`src/rtl/figs_pkg.sv`:
```
// ----------------------------------------------------------------------------
// figs_pkg
// Shared types, register codes, class weights and the triangle setup
// function for the fuzzy integral gain scheduler.
// ----------------------------------------------------------------------------
package figs_pkg;

	localparam int BP_W          = 24;
	localparam int DIFF_W        = 26;
	localparam int CFG_IDX_W     = 4;
	localparam int GAIN_W        = 16;
	localparam int W_W           = 16;
	localparam int SHOULDER_SPAN = 25600;

	typedef struct packed {
		logic signed [BP_W-1:0] err_value;
		logic signed [BP_W-1:0] err_change;
	} figs_in_t;

	typedef struct packed {
		logic [GAIN_W-1:0] ki_gain;
		logic              no_rule_fired;
	} figs_out_t;

	typedef enum logic [CFG_IDX_W-1:0] {
		REG_ERR_NL = 4'd0,
		REG_ERR_NS = 4'd1,
		REG_ERR_PS = 4'd2,
		REG_ERR_PL = 4'd3,
		REG_CHG_NL = 4'd4,
		REG_CHG_NS = 4'd5,
		REG_CHG_PS = 4'd6,
		REG_CHG_PL = 4'd7
	} cfg_reg_t;

	localparam logic signed [BP_W-1:0] RST_NL = -24'sd51200;
	localparam logic signed [BP_W-1:0] RST_NS = -24'sd25600;
	localparam logic signed [BP_W-1:0] RST_PS = 24'sd25600;
	localparam logic signed [BP_W-1:0] RST_PL = 24'sd51200;

	// Q4.12 class weights
	localparam logic [W_W-1:0] W_PM  = 16'd38491;
	localparam logic [W_W-1:0] W_PMS = 16'd36451;
	localparam logic [W_W-1:0] W_PS  = 16'd32811;
	localparam logic [W_W-1:0] W_PVS = 16'd30113;

	typedef enum logic [1:0] {
		MK_ZERO,
		MK_ONE,
		MK_DIV
	} memb_kind_t;

	typedef struct packed {
		memb_kind_t        kind;
		logic [DIFF_W-1:0] num;
		logic [DIFF_W-1:0] den;
	} tri_prep_t;

	function automatic tri_prep_t tri_prep(
		input logic signed [DIFF_W-1:0] x,
		input logic signed [DIFF_W-1:0] left,
		input logic signed [DIFF_W-1:0] peak,
		input logic signed [DIFF_W-1:0] right
	);
		tri_prep_t p;
		p.kind = MK_ZERO;
		p.num  = '0;
		p.den  = '0;
		if (x == peak) begin
			p.kind = MK_ONE;
		end else if (x < peak) begin
			if (x > left) begin
				p.kind = MK_DIV;
				p.num  = DIFF_W'(x - left);
				p.den  = DIFF_W'(peak - left);
			end
		end else if (x < right) begin
			p.kind = MK_DIV;
			p.num  = DIFF_W'(right - x);
			p.den  = DIFF_W'(right - peak);
		end
		return p;
	endfunction

endpackage

```
`src/rtl/figs_rule_agg.sv`:
```
// ----------------------------------------------------------------------------
// figs_rule_agg
// Min/max rule evaluation into four classes, weighting and summing into the
// rounded dividend and the membership sum.
// ----------------------------------------------------------------------------
module figs_rule_agg
	import figs_pkg::*;
#(
	parameter int F = 16
) (
	input  logic              clk,
	input  logic              arst_n,
	input  logic              in_valid,
	input  logic [4:0][F:0]   me,
	input  logic [4:0][F:0]   mc,
	output logic              out_valid,
	output logic [F+18:0]     dividend,
	output logic [F+2:0]      den,
	output logic              den_zero
);

	localparam logic [W_W-1:0] WEIGHT [4] = '{W_PM, W_PMS, W_PS, W_PVS};

	function automatic logic [F:0] vmax(input logic [F:0] a, input logic [F:0] b);
		return (a > b) ? a : b;
	endfunction

	function automatic logic [F:0] vmin(input logic [F:0] a, input logic [F:0] b);
		return (a < b) ? a : b;
	endfunction

	logic [F:0] mc_all, mc_side;
	logic [F:0] agg [4];

	always_comb begin
		mc_side = vmax(vmax(mc[0], mc[1]), vmax(mc[3], mc[4]));
		mc_all  = vmax(mc_side, mc[2]);
		agg[0]  = vmax(vmin(me[0], mc_all), vmin(me[4], mc_all));
		agg[1]  = vmax(vmin(me[1], mc_all), vmin(me[3], mc_all));
		agg[2]  = vmin(me[2], mc_side);
		agg[3]  = vmin(me[2], mc[2]);
	end

	logic          vld_s1, vld_s2, vld_s3;
	logic [F:0]    agg_s1  [4];
	logic [F+16:0] prod_s2 [4];
	logic [F+2:0]  den_s2;
	logic [F+18:0] dvd_s3;
	logic [F+2:0]  den_s3;

	always_ff @(posedge clk or negedge arst_n) begin
		if (!arst_n) begin
			vld_s1 <= 1'b0;
			vld_s2 <= 1'b0;
			vld_s3 <= 1'b0;
		end else begin
			vld_s1 <= in_valid;
			vld_s2 <= vld_s1;
			vld_s3 <= vld_s2;
		end
	end

	always_ff @(posedge clk) begin
		agg_s1 <= agg;
		for (int c = 0; c < 4; c++) begin
			prod_s2[c] <= (F+17)'(agg_s1[c]) * (F+17)'(WEIGHT[c]);
		end
		den_s2 <= (F+3)'(agg_s1[0]) + (F+3)'(agg_s1[1]) + (F+3)'(agg_s1[2])
		        + (F+3)'(agg_s1[3]);
		dvd_s3 <= (F+19)'(prod_s2[0]) + (F+19)'(prod_s2[1]) + (F+19)'(prod_s2[2])
		        + (F+19)'(prod_s2[3]) + (F+19)'(den_s2 >> 1);
		den_s3 <= den_s2;
	end

	assign out_valid = vld_s3;
	assign dividend  = dvd_s3;
	assign den       = den_s3;
	assign den_zero  = (den_s3 == '0);

endmodule

```
`config.mk`:
```
export PLATFORM = sky130hd
export DESIGN_NAME = figs_rule_agg
export DESIGN_NICKNAME = d
export VERILOG_FILES = /design/src/rtl/figs_pkg.sv /design/src/rtl/figs_rule_agg.sv
export SDC_FILE = /design/constraint.sdc
export NUM_CORES = 2
export LEC_CHECK = 0
export BUFFER_PORTS_ARGS = -buffer_cell sky130_fd_sc_hd__clkbuf_2
export CORE_UTILIZATION = 50
export CTS_CLUSTER_DIAMETER = 200
export DETAILED_ROUTE_END_ITERATION = 6
export PLACE_DENSITY = 0.78
export SLEW_MARGIN = 0
export SYNTH_ARGS = -nofsm -noshare
export SYNTH_HDL_FRONTEND = slang
export SYNTH_SLANG_ARGS = --single-unit
```
`constraint.sdc`:
```
create_clock -name clk -period 16.6 [get_ports clk]
set_input_delay 3.32 -clock clk [delete_from_list [all_inputs] [get_ports clk]]
set_output_delay 3.32 -clock clk [all_outputs]
set_load 0.02 [all_outputs]
```
==> out/results.ini <==
[flow_run]
drv_cap = 0

[timing]
tns_ns = 0
clock_skew_ns = 0.03841
worstMarginPinSlew_ns = 1.133
final_hold_viol_count = 0
period_needed_ns = 15.47
max_freq_mhz = 64.63
slew_headroom_pct = 24.20
setup_violations = 0
rsz0062_at_grt = false
post-route-period-util_pct = 93.21
slew_viol_final = 0

[clocking]
numCtsBuffers = 34
cts_tree = done
cts_max_path_buffers = 3
post-cts-setup-buffer-count = 0
cts_hold_buf = 0
insertion_delay_ns = 0.58
root_buffer = clkbuf_16
cts_sinks = 275
cts_max_level = 2
clkTransAtPathRegs_ns = 0.06
ctsResizeCount = 0

[logic_synthesis]
ys_seq_area_share_pct = 16.36
synth_area_leaders = ha_1 (28%), fa_1 (23%), dfxtp_1 (16%), inv_1 (5.6%), a21o_1 (2.9%)
syn-cell-area_um2 = 33740
synthCells = 3304
synth_top_area_cell = ha_1
yosys-top-cells-count = ha_1 (764), inv_1 (506), fa_1 (395)
synth-edff-count = 0
ys_async_sr_fraction_pct = 1.091
syn_avg_cell_area_um2 = 10.21
yosysTopAreaCellShare_pct = 28.33
synth.yosys.warnings = 0
ys_ff_latch = 275
ys_types = 73
syn-num-nets = 4636
synth_ff_type = dfxtp_1
synth.most_common_cell = ha_1

[setup_path]
crit_path_max_incr_delay_ns = 0.80
worstPathRequired_ns = 17.07
setup.worst_path.start_class = input port
cp_slowest_cell = or4b_1
arrival_ns = 15.95
critPathMaxFanout = 33
critPathKind = input port to flop
end_kind = flop

[detailed_routing]
avgRoutedWirePerCell_um = 20.16
drt_iter0_markers = 1615
via_per_inst = 5.703
num_vias = 25340
drt_pass1_iterations = 5
drc = 0
drt-total-wl_um = 89590
detail-route-antenna-nets = 0

[global_routing]
grt_antenna_before_repair = 2
grt_pass1_vias = 25970
overflow = 0
grt_max_degree = 35
grt_pass1_wl_um = 139900
grt_use_total_pct = 26.49

[floorplan]
die_w_um = 261.8
core_area_um2 = 66220
num_rows = 94
start_util_pct = 50.95
dieHeight_um = 261.8
die_area_um2 = 68520
io-pin-count = 229

[worst_hold_path]
worstHoldPathType = flop to flop

[layout]
num-nets-final = 4886
num-fill-cells = 5674
n_antenna_cell = 0
drive_above_1_share_pct = 10.23
area_delta_synth_final_pct = 9.958
multi_input_area_um2 = 26180
seqCellArea_um2 = 5520

[placed_design]
dp_hpwl_um = 75750
port-buffer-count = 228
gp_congestion = 1.052

[outcome]
status = finished, final reports clean

==> critical path: cells and delay by family <==
kind,cells,cell delay (ns)
AOI/OAI and AO/OA,24,5.94
muxes,2,0.73
and+or+nand+nor,9,3.22
adders and majority gates,5,1.51
buffers and inverters,6,1.20
==> layer usage <==
metal	track usage (%)	wire length, um	vias up
met5	0	0	-
met4	9.722	3438	0
met3	4.639	6368	154
met2	44.20	41770	908
met1	34.30	38020	12340
li1	-	-	11940
==> state kept, by name, indices dropped and copies added (netlist names) <==
name,cells
den,19
out_valid,1
den_s2,19
vld_s2,1
prod_s2,131
agg_s1,68
vld_s1,1
dividend,35
==> path summary, 6_finish.rpt <==
check	start	endpoint	slack (ns)	cells past startpoint
setup / recovery	mc[19]	agg_s1[59]	1.13	46
hold / removal	den_s2[0]	den[0]	0.35	0
setup reg to reg	agg_s1[39]	prod_s2[1][32]	9.92	21
hold reg to reg	den_s2[0]	den[0]	0.35	0
max in group asynchronous	arst_n	out_valid	13.93	1
min in group asynchronous	arst_n	vld_s2	2.56	1
==> layout make-up <==
type                            instances  area share (%)
Multi-Input combinational cell       2490           70.58
Sequential cell                       275           14.88
Timing Repair Buffer                  247           3.460
Inverter                              506           5.120
Clock buffer                           45           2.513
Clock inverter                         16          0.5295
Tap cell                              864           2.914
==> per-stage QoR <==
stage | util [%] | setup WS [ns] | cells | cell area [um^2] | hold WS, ns
2_1_floorplan | - | 1.603 | 3304 | 33740 | 0.3096
3_3_place_gp | 54.32 | 0.9594 | 4382 | 35970 | 0.3119
3_5_place_dp | 54.32 | 0.7305 | 4382 | 35970 | 0.3384
4_1_cts | 56.02 | 1.282 | 4443 | 37100 | 0.3521
5_1_grt | 56.02 | 0.3869 | 4443 | 37100 | 0.3556
6_report | 56.02 | 1.127 | 4443 | 37100 | 0.3478
==> logic make-up after synthesis <==
group / after synthesis / share of synthesized area [%]
adder cells (fa/ha/maj): 1159 / 51.77
buffers and inverters: 539 / 6.038
flip-flops: 275 / 16.36
AND/OR/NAND/NOR: 424 / 6.212
XOR/XNOR: 134 / 3.479
multiplexers: 116 / 3.586
AO/OA/AOI/OAI: 657 / 12.55
==> layout by cell type (no fill, tap or decap), types with 10 or more instances in the layout <==
| master | Yosys | layout |
|---|---|---|
| clkbuf_16 | 0 | 34 |
| and4_1 | 10 | 10 |
| a22oi_1 | 18 | 18 |
| a211oi_1 | 19 | 19 |
| mux2i_1 | 77 | 77 |
| o22ai_1 | 18 | 18 |
| xnor2_1 | 99 | 99 |
| a31oi_1 | 17 | 17 |
| and3_1 | 19 | 19 |
| dfxtp_1 | 272 | 272 |
| a21o_1 | 129 | 129 |
| o21a_1 | 22 | 22 |
| xor2_1 | 35 | 35 |
| fa_1 | 395 | 395 |
| nand4_1 | 39 | 39 |
| o21ai_0 | 134 | 134 |
| buf_4 | 0 | 19 |
| nor4_1 | 11 | 11 |
| nand2b_1 | 17 | 17 |
| mux2_2 | 39 | 39 |
| nand2_1 | 97 | 97 |
| clkbuf_2 | 0 | 228 |
| nor3_1 | 20 | 20 |
| a21oi_1 | 188 | 188 |
| inv_1 | 506 | 506 |
| ha_1 | 764 | 764 |
| nor2_1 | 122 | 122 |
| nor2b_1 | 23 | 23 |
| nand3_1 | 31 | 31 |
| o21bai_1 | 25 | 25 |
Power is not shown: default switching activity piles up to over one toggle a cycle in this logic, so the estimate is an artifact.
