===== src/rtl/figs_pkg.sv =====
// ----------------------------------------------------------------------------
// figs_pkg
// Shared types, register codes, class weights and the triangle setup
// function for the fuzzy integral gain scheduler.
// ----------------------------------------------------------------------------
package figs_pkg;

	localparam int BP_W          = 24;
	localparam int DIFF_W        = 26;
	localparam int CFG_IDX_W     = 4;
	localparam int GAIN_W        = 16;
	localparam int W_W           = 16;
	localparam int SHOULDER_SPAN = 25600;

	typedef struct packed {
		logic signed [BP_W-1:0] err_value;
		logic signed [BP_W-1:0] err_change;
	} figs_in_t;

	typedef struct packed {
		logic [GAIN_W-1:0] ki_gain;
		logic              no_rule_fired;
	} figs_out_t;

	typedef enum logic [CFG_IDX_W-1:0] {
		REG_ERR_NL = 4'd0,
		REG_ERR_NS = 4'd1,
		REG_ERR_PS = 4'd2,
		REG_ERR_PL = 4'd3,
		REG_CHG_NL = 4'd4,
		REG_CHG_NS = 4'd5,
		REG_CHG_PS = 4'd6,
		REG_CHG_PL = 4'd7
	} cfg_reg_t;

	localparam logic signed [BP_W-1:0] RST_NL = -24'sd51200;
	localparam logic signed [BP_W-1:0] RST_NS = -24'sd25600;
	localparam logic signed [BP_W-1:0] RST_PS = 24'sd25600;
	localparam logic signed [BP_W-1:0] RST_PL = 24'sd51200;

	// Q4.12 class weights
	localparam logic [W_W-1:0] W_PM  = 16'd38491;
	localparam logic [W_W-1:0] W_PMS = 16'd36451;
	localparam logic [W_W-1:0] W_PS  = 16'd32811;
	localparam logic [W_W-1:0] W_PVS = 16'd30113;

	typedef enum logic [1:0] {
		MK_ZERO,
		MK_ONE,
		MK_DIV
	} memb_kind_t;

	typedef struct packed {
		memb_kind_t        kind;
		logic [DIFF_W-1:0] num;
		logic [DIFF_W-1:0] den;
	} tri_prep_t;

	function automatic tri_prep_t tri_prep(
		input logic signed [DIFF_W-1:0] x,
		input logic signed [DIFF_W-1:0] left,
		input logic signed [DIFF_W-1:0] peak,
		input logic signed [DIFF_W-1:0] right
	);
		tri_prep_t p;
		p.kind = MK_ZERO;
		p.num  = '0;
		p.den  = '0;
		if (x == peak) begin
			p.kind = MK_ONE;
		end else if (x < peak) begin
			if (x > left) begin
				p.kind = MK_DIV;
				p.num  = DIFF_W'(x - left);
				p.den  = DIFF_W'(peak - left);
			end
		end else if (x < right) begin
			p.kind = MK_DIV;
			p.num  = DIFF_W'(right - x);
			p.den  = DIFF_W'(right - peak);
		end
		return p;
	endfunction

endpackage


===== src/rtl/figs_wavg_div.sv =====
// ----------------------------------------------------------------------------
// figs_wavg_div
// Pipelined restoring divider for the weighted average, one quotient bit
// per stage.
// ----------------------------------------------------------------------------
module figs_wavg_div
	import figs_pkg::*;
#(
	parameter int F = 16
) (
	input  logic          clk,
	input  logic          arst_n,
	input  logic          in_valid,
	input  logic [F+18:0] dividend,
	input  logic [F+2:0]  den,
	input  logic          den_zero,
	output logic          out_valid,
	output figs_out_t     result
);

	localparam int NW = F + 19;

	logic              vld_s  [GAIN_W];
	logic [NW-1:0]     rem_s  [GAIN_W];
	logic [F+2:0]      den_s  [GAIN_W];
	logic              zero_s [GAIN_W];
	logic [GAIN_W-1:0] quo_s  [GAIN_W];

	for (genvar j = 0; j < GAIN_W; j++) begin : g_stage
		logic              src_vld;
		logic [NW-1:0]     src_rem;
		logic [F+2:0]      src_den;
		logic              src_zero;
		logic [GAIN_W-1:0] src_quo;
		logic [NW-1:0]     dsh;
		logic              ge;

		if (j == 0) begin : g_first
			assign src_vld  = in_valid;
			assign src_rem  = dividend;
			assign src_den  = den;
			assign src_zero = den_zero;
			assign src_quo  = '0;
		end else begin : g_next
			assign src_vld  = vld_s[j-1];
			assign src_rem  = rem_s[j-1];
			assign src_den  = den_s[j-1];
			assign src_zero = zero_s[j-1];
			assign src_quo  = quo_s[j-1];
		end

		assign dsh = NW'(src_den) << (GAIN_W - 1 - j);
		assign ge  = src_rem >= dsh;

		always_ff @(posedge clk or negedge arst_n) begin
			if (!arst_n) begin
				vld_s[j] <= 1'b0;
			end else begin
				vld_s[j] <= src_vld;
			end
		end

		always_ff @(posedge clk) begin
			rem_s[j]  <= ge ? src_rem - dsh : src_rem;
			den_s[j]  <= src_den;
			zero_s[j] <= src_zero;
			quo_s[j]  <= src_quo | (GAIN_W'(ge) << (GAIN_W - 1 - j));
		end
	end

	assign out_valid            = vld_s[GAIN_W-1];
	assign result.ki_gain       = zero_s[GAIN_W-1] ? '0 : quo_s[GAIN_W-1];
	assign result.no_rule_fired = zero_s[GAIN_W-1];

endmodule


===== config.mk =====
export PLATFORM = sky130hd
export DESIGN_NAME = figs_wavg_div
export DESIGN_NICKNAME = d
export VERILOG_FILES = /design/src/rtl/figs_pkg.sv /design/src/rtl/figs_wavg_div.sv
export SDC_FILE = /design/constraint.sdc
export NUM_CORES = 2
export LEC_CHECK = 0
export BUFFER_PORTS_ARGS = -buffer_cell sky130_fd_sc_hd__buf_4
export CAP_MARGIN = 40
export CORE_ASPECT_RATIO = 1.25
export CORE_MARGIN = 2
export CORE_UTILIZATION = 52
export DETAILED_ROUTE_END_ITERATION = 16
export GPL_TIMING_DRIVEN = 0
export PLACE_DENSITY_LB_ADDON = 0.15
export SETUP_SLACK_MARGIN = 0.2
export SLEW_MARGIN = 0
export SYNTH_ARGS = -nofsm -noshare
export SYNTH_HDL_FRONTEND = slang
export SYNTH_SLANG_ARGS = --single-unit

===== constraint.sdc =====
create_clock -name clk -period 4.8 [get_ports clk]
set_clock_uncertainty 0.1 [all_clocks]
set_input_delay 0 -clock clk [delete_from_list [all_inputs] [get_ports clk]]
set_output_delay 0 -clock clk [all_outputs]
set_load 0.05 [all_outputs]

==> impl_metrics.json <==
{
  "drv_cap": 0,
  "power.leakage_nw": 21.1,
  "seqPwrFrac_pct": 36.9,
  "syn_nets": 4616,
  "max_slew_margin_pct": 39.2,
  "initial_core_util_pct": 52.6,
  "cts_tree": "yes",
  "ys_top_cells_by_area": "dfxtp_1 (47%), ha_1 (9.3%), xnor2_1 (4.1%)",
  "stdcell_area_um2": 47100,
  "insertion_delay_ns": 0.68,
  "portBuffers": 75,
  "slowest_stage": "clkbuf_1",
  "first_iter_violations": 1306,
  "crit_required_ns": 5.26,
  "cts-root-buf": "clkbuf_16",
  "gp_congestion": 0.914,
  "vias": 30133,
  "pwr-share-comb_pct": 39.1,
  "grt_pass1_wl_um": 156000,
  "grt_max_degree": 17,
  "outcome": "finished clean",
  "synth_area_per_cell_um2": 9.62,
  "ys.flop_type": "dfxtp_1",
  "wirelength_um": 99800,
  "ant_nets": 0,
  "final-setup-viol-count": 0,
  "yosys_warnings": 0,
  "cts_sinks": 978,
  "hp-class": "primary input to flip-flop",
  "crit_path_start_kind": "flip-flop",
  "synth_area_um2": 40800,
  "cts_inserted_buffers": 92,
  "ir_worst_vdd_uv": 343,
  "yosys.area.top_type_share_pct": 47.2,
  "io_pins": 76,
  "antenna_found_initial": 1,
  "fp.coreArea_um2": 77500,
  "final_common_cell": "dfxtp_1",
  "worstPathArrival_ns": 4.81,
  "layout-drive-gt1-share_pct": 7.73,
  "cp_cell_sequence": "inv_1 > ha_1 > fa_1 > nor2b_1 > o21a_1 > o211ai_1 > a31oi_1 > a21oi_1 > o21ai_0 > nor2_1 > inv_2 > clkbuf_1 > nand4_1 > xnor2_1",
  "rsz0062_at_grt": "no",
  "max_freq_mhz": 230,
  "clk_pin_slew_ns": 0.06,
  "max_stage_delay_ns": 0.58,
  "finalMaxSlewViolations": 0,
  "synth_seq_cells": 978,
  "clockPowerShare_pct": 24.0,
  "p_per_area_nw_per_um2": 677,
  "finalCritPeriodShare_pct": 90.6,
  "via_per_inst": 5.33,
  "critPathKind": "flip-flop to flip-flop",
  "max-clock-path-buffers": 3,
  "track_usage_pct": 24.9,
  "r2r_setup_slack_ns": 0.45,
  "grt-ovfl-total": 0,
  "worstMarginPinSlew_ns": 0.912,
  "grt_pass1_vias": 30728,
  "nets": 4908,
  "p_switching_w": 0.0114,
  "place_area_um2": 42700,
  "finalSetupTns_ns": 0,
  "p_int_w": 0.0205,
  "synth_enable_flop_cells": 0,
  "drt-pass1-iter-count": 5,
  "rows": 114,
  "p_sw_share_pct": 35.8,
  "yosysSeqAreaShare_pct": 48.2,
  "end_kind": "flip-flop",
  "dieArea_um2": 80700,
  "hpwlAfterDp_um": 79100,
  "layout_common_cells": "dfxtp_1 (962), inv_1 (395), a21oi_1 (325)",
  "syn_to_final_growth_pct": 15.6,
  "synth_cells": 4239,
  "layout_min_cycle_time_ns": 4.35,
  "die_w_um": 254,
  "synth.distinct_cells": 82,
  "crit_fanout": 10,
  "async_reset_ff_share_pct": 1.64,
  "dieHeight_um": 317,
  "fillers": 6685,
  "wl_per_cell_um": 17.7,
  "htree_levels": 3,
  "synth_top_area_cell": "dfxtp_1",
  "drc": 0,
  "final-hold-violation-count": 0
}
## flip-flops by register name, summed over array words and instances (netlist names)
| register | flops |
|---|---|
| zero_s | 16 |
| g_stage.src_vld | 15 |
| quo_s | 136 |
| den_s | 285 |
| rem_s | 525 |
| out_valid | 1 |
## kinds of logic (layout without fill, tap and decap cells)
| logic type | after synthesis | count (layout) | share of synthesized area, % |
|---|---|---|---|
| and+or+nand+nor | 1096 | 1096 | 13.3 |
| AOI/OAI and AO/OA | 973 | 973 | 15.0 |
| xor gates and xnor gates | 337 | 337 | 7.24 |
| buffers and inverters | 473 | 840 | 4.40 |
| adders and majority gates | 319 | 319 | 10.1 |
| muxes | 63 | 63 | 1.75 |
| other | 0 | 1 | 0 |
| DFF | 978 | 978 | 48.2 |
## cell usage after synthesis (all sizes together) (15+ instances only)
library cell	count
dfxtp	962
or4	16
nor3	66
ha	304
and3	17
inv	399
a21boi	19
o21bai	30
mux2	59
fa	15
nand2b	55
nor4	57
xor2	144
xnor2	193
o31ai	20
clkbuf	56
or2	17
a21oi	325
nor2b	72
a31oi	24
nor2	321
o211ai	20
nand2	245
nand4	52
a211oi	32
nand3	68
o21ai	225
dfrtp	16
nand3b	15
a21o	129
o21a	46
buf	18
or3	42
## metal layers
layer	part of all wire [%]	global-route usage, %	up-vias	wire (µm)
met5	0	0	-	0
met4	7.4	17.7	0	7430
met3	3.1	3.12	316	3080
met2	55	50.6	647	55200
met1	34	22.0	13973	34100
li1	-	-	15197	-
## power groups by stage
| stage | clock (W) | sequential (W) | combinational (W) |
|---|---|---|---|
| 2_1_floorplan | 0 | 0.0114 | 0.00969 |
| 3_3_place_gp | 0 | 0.0119 | 0.0122 |
| 3_5_place_dp | 0 | 0.0119 | 0.0123 |
| 4_1_cts | 0.00780 | 0.0117 | 0.0125 |
| 5_1_grt | 0.00812 | 0.0120 | 0.0139 |
| 6_report | 0.00764 | 0.0118 | 0.0125 |
## path summary, 6_finish.rpt
check                             start             endpoint  depth (start not counted)
setup / recovery            rem_s[7][7]         rem_s[8][32]                         14
hold / removal             dividend[21]         rem_s[0][21]                          4
setup reg to reg            rem_s[7][7]         rem_s[8][32]                         14
hold reg to reg            quo_s[4][24]          quo_s[5][8]                          0
max in group asynchronous        arst_n  g_stage[12].src_vld                          3
min in group asynchronous        arst_n   g_stage[4].src_vld                          3
## metrics by stage
| step | cells | total power (W) | worst slack, ns | util (%) | hold slack [ns] |
|---|---|---|---|---|---|
| after floorplan | 4239 | 0.0211 | 1.48 | - | -0.396 |
| after global placement | 5358 | 0.0241 | 0.314 | 55.0 | -0.243 |
| after detailed placement | 5369 | 0.0242 | 0.307 | 55.1 | -0.238 |
| after CTS | 5650 | 0.0320 | 0.268 | 60.8 | 0.00704 |
| after global routing | 5650 | 0.0340 | 0.264 | 60.8 | 0.0968 |
| final | 5651 | 0.0319 | 0.450 | 60.8 | 0.0681 |
## repair_timing
item,in CTS,in global routing
endpoints found under the hold margin,72,0
setup endpoints to repair,0,10
resized for setup,0,2
setup buffers,0,0
hold buffers,112,0
## worst max-delay path, delay by kind of cell (launching register included)
family	cells	cell delay, ns
xor+xnor	1	0.17
fa+ha+maj	2	0.63
compound gates	5	1.53
flops	1	0.33
simple gates	3	0.55
buf+inv	3	0.90
## layout make-up
type,instances,area [µm²],share of cell area [%]
flip-flops and latches,978,19700,41.7
multi-input cells,2788,19300,41.0
clock buffers,125,2600,5.51
repair buffers,198,1760,3.73
inverters,399,1500,3.18
well taps,1044,1310,2.77
clock inverters,44,663,1.41
plain buffers,74,297,0.630
diodes,1,2.50,0.00531
No activity file was read; power rests on OpenSTA's default activity.
